File: src/rtl/core/tcw_pkg.sv
`default_nettype none
// ----------------------------------------------------------------------------
// tcw_pkg: shared definitions for the text console character writer
// Field widths, command codes and register indexes used by the core and its
// shared multiply-add unit.
// ----------------------------------------------------------------------------
package tcw_pkg;

   localparam int COL_W  = 8;
   localparam int ROW_W  = 6;
   localparam int ADDR_W = 14;
   localparam int CHAR_W = 8;
   localparam int ATTR_W = 8;
   localparam int KIND_W = 2;
   localparam int CSR_INDEX_W = 2;
   localparam int CSR_DATA_W  = 8;

   // command codes on the result channel
   localparam logic [KIND_W-1:0] OP_WRITE  = 2'd0;
   localparam logic [KIND_W-1:0] OP_SCROLL = 2'd1;
   localparam logic [KIND_W-1:0] OP_REPORT = 2'd2;

   // register indexes
   localparam logic [CSR_INDEX_W-1:0] CSR_TEXT_COLOR   = 2'd0;
   localparam logic [CSR_INDEX_W-1:0] CSR_SCREEN_COLS  = 2'd1;
   localparam logic [CSR_INDEX_W-1:0] CSR_SCREEN_ROWS  = 2'd2;
   localparam logic [CSR_INDEX_W-1:0] CSR_WRAP_DISABLE = 2'd3;

   // character codes acted on
   localparam logic [CHAR_W-1:0] CH_BACKSPACE = 8'd8;
   localparam logic [CHAR_W-1:0] CH_TAB       = 8'd9;
   localparam logic [CHAR_W-1:0] CH_NEWLINE   = 8'd10;
   localparam logic [CHAR_W-1:0] CH_VTAB      = 8'd11;
   localparam logic [CHAR_W-1:0] CH_FORMFEED  = 8'd12;
   localparam logic [CHAR_W-1:0] CH_CR        = 8'd13;
   localparam logic [CHAR_W-1:0] CH_BLANK     = 8'h20;

   // result budget per character
   localparam logic [2:0] MAX_WRITES     = 3'd5;
   localparam logic [2:0] MAX_PRE_REPORT = 3'd6;

   localparam logic [ROW_W-1:0] MIN_ROWS = 6'd3;
   localparam logic [COL_W-1:0] COL_MAX  = 8'd255;
   localparam logic [ROW_W-1:0] ROW_MAX  = 6'd63;

   typedef struct packed {
      logic [ROW_W-1:0] factor_row;
      logic [COL_W-1:0] factor_cols;
      logic [COL_W-1:0] addend;
   } mac_op_type;

endpackage

`default_nettype wire

File: src/rtl/core/text_console_char_writer.sv
`default_nettype none
// ----------------------------------------------------------------------------
// text_console_char_writer: character stream to text buffer commands
// Keeps a cursor and turns each character into cell writes, scroll-up
// commands and a final cursor report for an external text buffer.
// ----------------------------------------------------------------------------
//
//  channel  ports                         direction  carries
//  req      req_valid/req_stall/req_*     in         one character code
//  rsp      rsp_valid/rsp_stall/rsp_*     out        write, scroll or report
//  csr      csr_write/csr_index/csr_data  in         color, size, wrap control
//
//  one character at a time; req_stall is high from the transfer until the
//  cursor report has been loaded into the output register
//  a printable character passes the size, write, wrap, scroll and report
//  states, a control code skips write, a tab stays in write per blank and
//  each scroll row adds a scroll pass; wrap off skips the scroll check; the
//  single multiply-add unit gives addresses and screen size, one per cycle
//  rsp_stall holds the sequencer only on cycles that load a command
//  reset clears the cursor and loads color 7, 80 columns, 25 rows, wrap on
//
module text_console_char_writer #(
   parameter int TAB_STOP = 5
) (
   input  var logic                           clock,
   input  var logic                           reset,

   input  var logic                           req_valid,
   output logic                               req_stall,
   input  var logic [tcw_pkg::CHAR_W-1:0]     req_char_code,

   output logic                               rsp_valid,
   input  var logic                           rsp_stall,
   output logic [tcw_pkg::KIND_W-1:0]         rsp_op_kind,
   output logic [tcw_pkg::ADDR_W-1:0]         rsp_cell_address,
   output logic [tcw_pkg::CHAR_W-1:0]         rsp_cell_char,
   output logic [tcw_pkg::ATTR_W-1:0]         rsp_cell_attr,
   output logic [tcw_pkg::COL_W-1:0]          rsp_cursor_col_out,
   output logic [tcw_pkg::ROW_W-1:0]          rsp_cursor_row_out,
   output logic                               rsp_last_result,

   input  var logic                           csr_write,
   input  var logic [tcw_pkg::CSR_INDEX_W-1:0] csr_index,
   input  var logic [tcw_pkg::CSR_DATA_W-1:0] csr_data
);
   import tcw_pkg::*;

   localparam int TAB_W = $clog2(TAB_STOP + 1);
   localparam logic [TAB_W-1:0] TAB_LAST = TAB_W'(TAB_STOP - 1);
   localparam logic [TAB_W-1:0] TAB_FULL = TAB_W'(TAB_STOP);

   // sequencer states
   localparam logic [2:0] ST_IDLE   = 3'd0;
   localparam logic [2:0] ST_SIZE   = 3'd1;
   localparam logic [2:0] ST_WRITE  = 3'd2;
   localparam logic [2:0] ST_WRAP   = 3'd3;
   localparam logic [2:0] ST_SCROLL = 3'd4;
   localparam logic [2:0] ST_REPORT = 3'd5;

   // configuration registers
   logic [ATTR_W-1:0] color_ff;
   logic [COL_W-1:0]  cols_ff;
   logic [ROW_W-1:0]  rows_ff;
   logic              wrap_dis_ff;

   // sequencer and cursor
   logic [2:0]        state_ff,   state_in;
   logic [COL_W-1:0]  col_ff,     col_in;
   logic [ROW_W-1:0]  row_ff,     row_in;
   logic [TAB_W-1:0]  col_mod_ff, col_mod_in;   // column modulo TAB_STOP
   logic [TAB_W-1:0]  tab_left_ff, tab_left_in;
   logic [2:0]        count_ff,   count_in;     // writes and scrolls loaded this character
   logic [CHAR_W-1:0] char_ff,    char_in;
   logic [ADDR_W-1:0] cap_ff,     cap_in;

   // output register
   logic              rsp_valid_ff, rsp_valid_in;
   logic [KIND_W-1:0] kind_ff,  kind_in;
   logic [ADDR_W-1:0] addr_ff,  addr_in;
   logic [CHAR_W-1:0] cchar_ff, cchar_in;
   logic [ATTR_W-1:0] attr_ff,  attr_in;
   logic [COL_W-1:0]  ocol_ff,  ocol_in;
   logic [ROW_W-1:0]  orow_ff,  orow_in;
   logic              last_ff,  last_in;

   logic [ROW_W-1:0]  rows_eff;
   logic              is_tab;
   logic              slot_free;
   logic              emit_go;
   logic [COL_W-1:0]  col_next;
   logic [TAB_W-1:0]  mod_next;
   logic [ROW_W:0]    row_plus1, row_plus4;
   logic [ROW_W-1:0]  row_sat1, row_sat4;
   mac_op_type        mac_op;
   logic [ADDR_W-1:0] mac_result;

   tcw_mac u_mac (
      .op     (mac_op),
      .result (mac_result)
   );

   // configuration writes
   always_ff @(posedge clock) begin
      if (reset) begin
         color_ff    <= 8'd7;
         cols_ff     <= 8'd80;
         rows_ff     <= 6'd25;
         wrap_dis_ff <= 1'b0;
      end else if (csr_write) begin
         case (csr_index)
            CSR_TEXT_COLOR:   color_ff    <= csr_data;
            CSR_SCREEN_COLS:  cols_ff     <= csr_data;
            CSR_SCREEN_ROWS:  rows_ff     <= csr_data[ROW_W-1:0];
            CSR_WRAP_DISABLE: wrap_dis_ff <= csr_data[0];
            default: ;
         endcase
      end
   end

   always_comb begin
      // fewer than three rows behaves as three
      rows_eff  = (rows_ff < MIN_ROWS) ? MIN_ROWS : rows_ff;
      is_tab    = (char_ff == CH_TAB);
      slot_free = !rsp_valid_ff || !rsp_stall;

      // saturating column step, residue follows unless pinned at the top
      col_next = (col_ff == COL_MAX) ? COL_MAX : col_ff + 8'd1;
      if (col_ff == COL_MAX) begin
         mod_next = col_mod_ff;
      end else begin
         mod_next = (col_mod_ff == TAB_LAST) ? '0 : col_mod_ff + TAB_W'(1);
      end

      row_plus1 = {1'b0, row_ff} + 7'd1;
      row_plus4 = {1'b0, row_ff} + 7'd4;
      row_sat1  = row_plus1[ROW_W] ? ROW_MAX : row_plus1[ROW_W-1:0];
      row_sat4  = row_plus4[ROW_W] ? ROW_MAX : row_plus4[ROW_W-1:0];
   end

   always_comb begin
      state_in    = state_ff;
      col_in      = col_ff;
      row_in      = row_ff;
      col_mod_in  = col_mod_ff;
      tab_left_in = tab_left_ff;
      count_in    = count_ff;
      char_in     = char_ff;
      cap_in      = cap_ff;
      emit_go     = 1'b0;

      kind_in  = kind_ff;
      addr_in  = addr_ff;
      cchar_in = cchar_ff;
      attr_in  = attr_ff;
      ocol_in  = ocol_ff;
      orow_in  = orow_ff;
      last_in  = last_ff;

      // default operands: address of the cursor cell
      mac_op.factor_row  = row_ff;
      mac_op.factor_cols = cols_ff;
      mac_op.addend      = col_ff;

      case (state_ff)
         ST_IDLE: begin
            if (req_valid) begin
               char_in  = req_char_code;
               count_in = '0;
               state_in = ST_SIZE;
            end
         end

         ST_SIZE: begin
            // screen size in cells, then act on control codes
            mac_op.factor_row = rows_eff;
            mac_op.addend     = '0;
            cap_in            = mac_result;
            state_in          = ST_WRAP;
            case (char_ff)
               CH_NEWLINE: begin
                  col_in     = '0;
                  col_mod_in = '0;
                  row_in     = row_sat1;
               end
               CH_CR: begin
                  col_in     = '0;
                  col_mod_in = '0;
               end
               CH_BACKSPACE: begin
                  if (col_ff != '0) begin
                     col_in     = col_ff - 8'd1;
                     col_mod_in = (col_mod_ff == '0) ? TAB_LAST : col_mod_ff - TAB_W'(1);
                  end
               end
               CH_VTAB:     row_in = row_sat4;
               CH_FORMFEED: row_in = row_sat1;
               CH_TAB: begin
                  tab_left_in = TAB_FULL - col_mod_ff;
                  state_in    = ST_WRITE;
               end
               default:     state_in = ST_WRITE;
            endcase
         end

         ST_WRITE: begin
            // one cell per cycle while the output slot is free; dropped writes still move the cursor
            if (mac_result < cap_ff && (!is_tab || count_ff < MAX_WRITES)) begin
               if (slot_free) begin
                  emit_go  = 1'b1;
                  kind_in  = OP_WRITE;
                  addr_in  = mac_result;
                  cchar_in = is_tab ? CH_BLANK : char_ff;
                  ocol_in  = col_next;
                  orow_in  = row_ff;
                  last_in  = 1'b0;
                  count_in = count_ff + 3'd1;
               end
            end else begin
               emit_go = 1'b0;
            end
            if (emit_go || !(mac_result < cap_ff && (!is_tab || count_ff < MAX_WRITES))) begin
               col_in      = col_next;
               col_mod_in  = mod_next;
               tab_left_in = tab_left_ff - TAB_W'(1);
               if (!is_tab || tab_left_ff == TAB_W'(1)) begin
                  state_in = ST_WRAP;
               end
            end
         end

         ST_WRAP: begin
            if (!wrap_dis_ff) begin
               if (col_ff >= cols_ff) begin
                  col_in     = '0;
                  col_mod_in = '0;
                  row_in     = row_sat1;
               end
               state_in = ST_SCROLL;
            end else begin
               state_in = ST_REPORT;
            end
         end

         ST_SCROLL: begin
            // first blanked cell sits at the start of row rows-3
            mac_op.factor_row = rows_eff - 6'd3;
            mac_op.addend     = '0;
            if (row_ff >= rows_eff - 6'd2) begin
               if (count_ff < MAX_PRE_REPORT) begin
                  if (slot_free) begin
                     emit_go  = 1'b1;
                     kind_in  = OP_SCROLL;
                     addr_in  = mac_result;
                     cchar_in = CH_BLANK;
                     ocol_in  = col_ff;
                     orow_in  = row_ff - 6'd1;
                     last_in  = 1'b0;
                     count_in = count_ff + 3'd1;
                     row_in   = row_ff - 6'd1;
                  end
               end else begin
                  row_in = row_ff - 6'd1;
               end
            end else begin
               state_in = ST_REPORT;
            end
         end

         ST_REPORT: begin
            if (slot_free) begin
               emit_go  = 1'b1;
               kind_in  = OP_REPORT;
               addr_in  = mac_result;
               cchar_in = '0;
               ocol_in  = col_ff;
               orow_in  = row_ff;
               last_in  = 1'b1;
               state_in = ST_IDLE;
            end
         end

         default: state_in = ST_IDLE;
      endcase

      attr_in = emit_go ? color_ff : attr_ff;

      // output register: load on a new command, drain on a transfer
      if (emit_go) begin
         rsp_valid_in = 1'b1;
      end else if (!rsp_stall) begin
         rsp_valid_in = 1'b0;
      end else begin
         rsp_valid_in = rsp_valid_ff;
      end
   end

   always_ff @(posedge clock) begin
      if (reset) begin
         state_ff     <= ST_IDLE;
         col_ff       <= '0;
         row_ff       <= '0;
         col_mod_ff   <= '0;
         count_ff     <= '0;
         rsp_valid_ff <= 1'b0;
      end else begin
         state_ff     <= state_in;
         col_ff       <= col_in;
         row_ff       <= row_in;
         col_mod_ff   <= col_mod_in;
         count_ff     <= count_in;
         rsp_valid_ff <= rsp_valid_in;
      end
   end

   // payload and working registers
   always_ff @(posedge clock) begin
      tab_left_ff <= tab_left_in;
      char_ff     <= char_in;
      cap_ff      <= cap_in;
      kind_ff     <= kind_in;
      addr_ff     <= addr_in;
      cchar_ff    <= cchar_in;
      attr_ff     <= attr_in;
      ocol_ff     <= ocol_in;
      orow_ff     <= orow_in;
      last_ff     <= last_in;
   end

   assign req_stall          = (state_ff != ST_IDLE);
   assign rsp_valid          = rsp_valid_ff;
   assign rsp_op_kind        = kind_ff;
   assign rsp_cell_address   = addr_ff;
   assign rsp_cell_char      = cchar_ff;
   assign rsp_cell_attr      = attr_ff;
   assign rsp_cursor_col_out = ocol_ff;
   assign rsp_cursor_row_out = orow_ff;
   assign rsp_last_result    = last_ff;

endmodule

`default_nettype wire

File: src/rtl/core/tcw_mac.sv
`default_nettype none
// ----------------------------------------------------------------------------
// tcw_mac: shared multiply-add unit
// Forms row * cols + column for cell addresses, the screen size and the
// first blanked cell of a scroll.
// ----------------------------------------------------------------------------
module tcw_mac (
   input  var tcw_pkg::mac_op_type          op,
   output logic [tcw_pkg::ADDR_W-1:0]       result
);
   import tcw_pkg::*;

   logic [ADDR_W-1:0] product;

   always_comb begin
      product = ADDR_W'(op.factor_row) * ADDR_W'(op.factor_cols);
      result  = product + ADDR_W'(op.addend);
   end

endmodule

`default_nettype wire

File: config.mk
export PLATFORM = sky130hd
export DESIGN_NAME = text_console_char_writer
export DESIGN_NICKNAME = d
export VERILOG_FILES = /design/src/rtl/core/tcw_pkg.sv /design/src/rtl/core/text_console_char_writer.sv /design/src/rtl/core/tcw_mac.sv
export SDC_FILE = /design/constraint.sdc
export NUM_CORES = 1
export LEC_CHECK = 0
export BUFFER_PORTS_ARGS = -buffer_cell sky130_fd_sc_hd__clkbuf_2
export CAP_MARGIN = 10
export CORE_ASPECT_RATIO = 0.9
export CORE_MARGIN = 1.5
export CORE_UTILIZATION = 56
export DETAILED_ROUTE_END_ITERATION = 16
export GPL_ROUTABILITY_DRIVEN = 0
export GPL_TIMING_DRIVEN = 0
export PLACE_DENSITY = 0.76
export SLEW_MARGIN = 20
export SYNTH_ARGS = -nofsm -noshare
export SYNTH_HDL_FRONTEND = slang
export SYNTH_SLANG_ARGS = --single-unit
File: constraint.sdc
create_clock -name clock -period 9.9 [get_ports clock]
set_clock_uncertainty 0.1 [all_clocks]
set_input_delay 0.495 -clock clock [delete_from_list [all_inputs] [get_ports clock]]
set_output_delay 0.495 -clock clock [all_outputs]
set_load 0.02 [all_outputs]
## Yosys cells after proc, flatten, opt, wreduce, memory -nomap -nowiden

Index checks and enable logic that the tools add are counted.

- $add $sub $neg: 13
- $mul: 1
- Order comparisons: 6
- Equality and inequality tests: 36
- Muxes and demuxes: 90
- Reduce and logical (&&, ||, !) cells: 39

Operators by type and width:

| operator | number |
|---|---|
| $mux W8 | 18 |
| $mux W6 | 12 |
| $pmux W8 S3 | 3 |
| $mux W3 | 19 |
| $mux W14 | 4 |
| $eq A8 B4 Y1 const B | 6 |
| $pmux W14 S3 | 1 |
| $pmux W6 S3 | 2 |
| $ne A2 B2 Y1 const B | 14 |
| $reduce_and A5 Y1 | 5 |
| $pmux W6 S2 | 2 |
| $pmux W3 S3 | 2 |
| $pmux W3 S6 | 1 |
| $pmux W8 S2 | 1 |
| $reduce_bool A3 Y1 | 5 |
| $add A14 B8 Y14 | 1 |
| $lt A14 B14 Y1 | 1 |
| $mul A6 B8 Y14 | 1 |
| $mux W1 | 14 |
| $reduce_and A7 Y1 | 2 |
| $mux W2 | 6 |
| $pmux W3 S2 | 2 |
| $reduce_and A6 Y1 | 2 |
| $sub A6 B2 Y6 const B | 2 |
| 35 further kinds | 59 |

- Register bits after elaboration: 119
- Bits of input ports: 23
- Word-level logic and storage cells: 205

## Longest topological paths before layout

- Depth in word-level cells: 13
- Depth in mapped cells: 36

## Hierarchy

From an unflattened synthesis, not the netlist that was laid out.

- Cells, all modules: 885
- Area, all modules: 8456.9 um2

Modules (own cells, without submodules):

| module | instances | cells each | area an instance (um2) |
|---|---|---|---|
| text_console_char_writer | 1 | 682 | 6626.4 |
| tcw_mac | 1 | 203 | 1830.5 |

## Worst setup path after synthesis

No wires, ideal clock.

- Path kind: register to register
- From: reg state_ff[2]
- To: reg addr_ff[0] (netlist: rsp_cell_address[0]), enable pin
- Setup time: 0.384 ns
- Data arrival time: 7.750 ns
- Data required time: 9.416 ns
- Setup slack: 1.666 ns
- Stages on the path, launching flop included: 29
- Path buffers: 2
- Cells stage by stage: dfxtp_1 -> buf_2 -> nand2b_1 -> or2_2 -> clkbuf_1 -> clkinv_1 -> nor2_2 -> a221oi_1 -> nand2b_1 -> fa_1 -> fa_1 -> inv_1 -> fa_1 -> fa_1 -> ha_1 -> o21a_1 -> o31a_1 -> o211ai_1 -> a21oi_1 -> a2111oi_0 -> a21oi_1 -> xnor2_1 -> ha_1 -> a21oi_1 -> o21ai_0 -> a211o_1 -> a21oi_1 -> a21oi_1 -> nor2_1

- Word-level cells in the longest chain between the ends: 8
- Elaborated cells on any way between the ends: 16
- Those cells by class: add/sub (1); mul (1); order compare (1); eq/ne (7); mux (2); reduce/logical (4)

RTL lines:

| what | RTL line | source |
|---|---|---|
| from (decl) | text_console_char_writer.sv:67 | `logic [2:0] state_ff, state_in;` |
| from (signal assigned) | text_console_char_writer.sv:306 | `state_ff <= state_in;` |
| $eq A3 B3 Y1 / $eq A3 B1 Y1 (equally long branches) | text_console_char_writer.sv:164 | `case (state_ff)` |
| $pmux W6 S2 / $reduce_or A2 Y1 (equally long branches) | -- |  |
| $mul A6 B8 Y14 / $mux W8 (equally long branches) | tcw_mac.sv:16, text_console_char_writer.sv:164 |  |
| $add A14 B8 Y14 (*) | tcw_mac.sv:17 | `result = product + ADDR_W'(op.addend);` |
| via mac_result[13] | text_console_char_writer.sv:95 | `logic [ADDR_W-1:0] mac_result;` |
| $lt A14 B14 Y1 (*) | text_console_char_writer.sv:207 | `if (mac_result < cap_ff && (!is_tab \|\| count_ff < MAX_WRITES)) begin` |
| $logic_and A1 B1 Y1 (*) | text_console_char_writer.sv:207 |  |
| $ne A2 B2 Y1 (no line) (*) | -- |  |
| $reduce_and A4 Y1 (no line) (*) | -- |  |
| to (signal assigned) | text_console_char_writer.sv:321 | `addr_ff <= addr_in;` |
| to (decl) | text_console_char_writer.sv:79 | `logic [ADDR_W-1:0] addr_ff, addr_in;` |

Mark *: on every way through the listed nets, which the timed path passes. The rest lies on a longest branch.
A chain may end at the register's enable or synchronous reset.

## Worst setup path after layout

- From: reg rows_ff[3]
- To: reg attr_ff[0] (netlist: rsp_cell_attr[0]), enable pin

- Word-level cells in the longest chain between the ends: 11
- Elaborated cells on any way between the ends: 14
- Those cells by class: add/sub (3); mul (1); order compare (3); mux (6); reduce/logical (1)

RTL lines:

| what | RTL line | source |
|---|---|---|
| from (decl) | text_console_char_writer.sv:63 | `logic [ROW_W-1:0] rows_ff;` |
| from (signal assigned) | text_console_char_writer.sv:113 | `CSR_SCREEN_ROWS: rows_ff <= csr_data[ROW_W-1:0];` |
| $lt A6 B2 Y1 | text_console_char_writer.sv:122 | `rows_eff = (rows_ff < MIN_ROWS) ? MIN_ROWS : rows_ff;` |
| $mux W6 (*) | text_console_char_writer.sv:122 |  |
| $sub A6 B2 Y6 | text_console_char_writer.sv:246 | `mac_op.factor_row = rows_eff - 6'd3;` |
| $pmux W6 S2 (*) | text_console_char_writer.sv:164 |  |
| $mul A6 B8 Y14 (*) | tcw_mac.sv:16 | `product = ADDR_W'(op.factor_row) * ADDR_W'(op.factor_cols);` |
| $add A14 B8 Y14 (*) | tcw_mac.sv:17 |  |
| via mac_result[13] | text_console_char_writer.sv:95 |  |
| $lt A14 B14 Y1 (*) | text_console_char_writer.sv:207 |  |
| $logic_and A1 B1 Y1 (*) | text_console_char_writer.sv:207 |  |
| $mux W1 (*) | text_console_char_writer.sv:207 |  |
| $mux W1 (*) | text_console_char_writer.sv:164 |  |
| $pmux W1 S3 (*) | text_console_char_writer.sv:164 |  |
| via emit_go | text_console_char_writer.sv:89 | `logic emit_go;` |
| to (signal assigned) | text_console_char_writer.sv:323 | `attr_ff <= attr_in;` |
| to (decl) | text_console_char_writer.sv:81 | `logic [ATTR_W-1:0] attr_ff, attr_in;` |

Mark *: on every way through the listed nets, which the timed path passes. The rest lies on a longest branch. The select of a mux whose other input is x is not followed.

==> impl_metrics.tcl <==
set metrics [dict create \
    outcome "finished, final reports clean" \
    die_h_microns 118.1 \
    post-route-min-period_ns 9.188 \
    dieArea_sq_um 15460 \
    coreArea_sq_um 14210 \
    startpoint_type "flip-flop" \
    detail-route-antenna-nets 0 \
    timing.final.hold_violations 0 \
    final_nets 1112 \
    viasPerCell 5.721 \
    synthTopCellsByArea "edfxtp_1, ha_1, dfxtp_1, fa_1, inv_1" \
    p_int_mw 1.093 \
    fin_crit_sh_pct 92.81 \
    clk_path_buf_depth 2 \
    p_per_area_nw_per_um2 173.6 \
    swShare_pct 33.13 \
    multi_input_comb_area_sq_um 4642 \
    crit_path_frequent_cell "a21oi_1" \
    grt_usage_pct 26.45 \
    root_buffer "clkbuf_16" \
    drive_above_1_share_pct 13.77 \
    antenna_found_initial 0 \
    setup_viol 0 \
    nFillCells 1152 \
    routed_wl_microns 19240 \
    ys_ff_latch 119 \
    post-route-drc-count 0 \
    p_comb_share_pct 27.2 \
    slowest_stage "a2111oi_1" \
    slew_violations 0 \
    clkTransAtPathRegs_ns 0.06 \
    cap_violations 0 \
    synth_top_area_cell "edfxtp_1" \
    cts.sinks 119 \
    tightest_slew_ns 0.7267 \
    grt_pass1_vias 6510 \
    hpwl_microns 14170 \
    synthesis.area_sq_um 8245 \
    first_pass_iters 5 \
    yosys_warnings 0 \
    layoutNonFillerInstCount 1188 \
    switchingPower_uw 541.7 \
    p_clk_share_pct 34.7 \
    io_pins 72 \
    cts_setup_buffers 0 \
    crit_type "flip-flop to flip-flop" \
    max_slew_margin_pct 51.55 \
    overflow 0 \
    cp.arrival_ns 9.14 \
    ir_worst_vdd_mv 0.1429 \
    synth_top_area_share_pct 26.22 \
    diodes 0 \
    placed_cells 1156 \
    synth_common_cells "inv_1, nand2_1, ha_1" \
    yosys.cell_types.count 70 \
    num_rows 41 \
    p_leak_nw 4.093 \
    final_cell_area_sq_um 9420 \
    die_w_microns 130.9 \
    async_flop_share_pct 0 \
    io_buffers 71 \
    synth.avg_cell_area_sq_um 9.244 \
    fmax_ghz 0.1088 \
    start_util_pct 58.03 \
    pwr-share-seq_pct 38.1 \
    hold_class "input port to flip-flop" \
    max_stage_delay_ns 0.63 \
    regArea_sq_um 3103 \
    syn-num-nets 1022 \
    clk_latency_ns 0.42 \
    final_util_pct 66.29 \
    area_growth_syn_to_layout_pct 14.25 \
    tns_ns 0 \
    drt_iter0_drc 612 \
    required_ns 9.86 \
    grt_pass1_wl_microns 31970 \
    numCtsBuffers 17 \
    tritoncts "yes" \
    synth-edff-count 72 \
    wl_per_cell_microns 16.19 \
    yosysSeqAreaShare_pct 37.63 \
    cp-end-kind "flip-flop" \
    ys.flop_type "edfxtp_1" \
    place_area_sq_um 8845 \
    path_max_fanout 8 \
    syn_inst 892 \
    htree_levels 4 \
    synth.most_common_cell "inv_1" \
    num_vias 6796 \
    grt_max_degree 23 \
]
power groups by stage:
stage	registers [mW]	clock network, mW	logic [mW]
floorplan	0.651	0	0.300
global placement	0.632	0	0.425
detailed placement	0.633	0	0.435
CTS	0.623	0.573	0.441
global route	0.629	0.592	0.502
finish	0.623	0.567	0.445
layout make-up:
| cell class | count | share of cell area, % |
|---|---|---|
| timing repair buffer | 71 | 3.772 |
| buffer | 37 | 1.700 |
| multi-input combinational | 636 | 49.28 |
| clock inverter | 14 | 1.182 |
| inverter | 100 | 4.011 |
| tap | 193 | 2.563 |
| clock buffer | 18 | 4.556 |
| sequential | 119 | 32.94 |
cells in the final DEF, fill, tap and decap left out, drive strengths merged, types with 3 or more instances in the layout:
cell type	Yosys	routed
nor2	77	77
o22ai	6	6
or3	5	5
a21oi	64	64
edfxtp	72	72
nand2b	16	16
a211oi	9	9
dfxtp	47	47
a221oi	5	5
o21ai	42	42
nand3b	5	5
xnor2	22	22
o31ai	4	4
or4	3	3
a22oi	4	4
a311oi	3	3
ha	77	77
and3	7	7
and2	25	25
or2	6	6
xor2	3	3
o211ai	4	4
fa	30	30
nor2b	9	9
buf	11	10
a31oi	12	12
clkinv	2	10
clkinvlp	0	4
inv	98	99
nor4	6	6
nor3	21	21
o21a	9	9
nand2	95	95
clkbuf	26	116
mux2i	17	17
nand3	12	12
a21o	3	3
a211o	8	8
nand4	5	5
critical path: cells and delay by family, from the launching register on:
family | cells | cell delay [ns]
AO/OA/AOI/OAI | 13 | 3.42
XOR/XNOR | 1 | 0.31
adder cells (fa/ha/maj) | 7 | 2.95
buffers and inverters | 3 | 0.50
flip-flops | 1 | 0.30
AND/OR/NAND/NOR | 6 | 1.23
path summary, 6_finish.rpt:
path | startpoint | end | slack (ns) | cells past startpoint
max reg2reg | rows_ff[3] | rsp_cell_attr[0] | 0.71 | 30
max | rows_ff[3] | rsp_cell_attr[0] | 0.71 | 30
min | req_char_code[2] | char_ff[2] | 0.15 | 1
min reg2reg | color_ff[1] | rsp_cell_attr[1] | 0.33 | 0
timing repair:
action | 4_1_cts | 5_1_grt
hold buffers | 0 | 0
setup endpoints to repair | 47 | 65
gates resized for setup | 1 | 11
logic make-up (layout without fill, tap and decap cells):
logic type	after synthesis	after routing	synth area share [%]
xor gates and xnor gates	25	25	2.656
AOI/OAI and AO/OA	188	188	14.60
and+or+nand+nor	299	299	17.60
DFF	119	119	37.63
muxes	17	17	2.064
adders and majority gates	107	107	18.97
buffers and inverters	137	240	6.479
per-layer routing:
metal / vias up / wire length, microns / track usage [%]
met3: 48 / 1408 / 5.909
met5: - / 0 / 0
met4: 0 / 486 / 9.409
met2: 264 / 8751 / 39.77
met1: 3202 / 8590 / 37.36
li1: 3282 / - / -
through the flow:
stage,hold slack (ns),worst slack (ns),total power [mW]
2_1_floorplan,0.3005,1.666,0.9506
3_3_place_gp,0.3018,-0.4397,1.057
3_5_place_dp,0.3157,-0.2734,1.068
4_1_cts,0.1370,0.06273,1.637
5_1_grt,0.1379,-0.01522,1.724
6_report,0.1511,0.7121,1.635
Note: power is estimated with default switching activity, not from simulation.
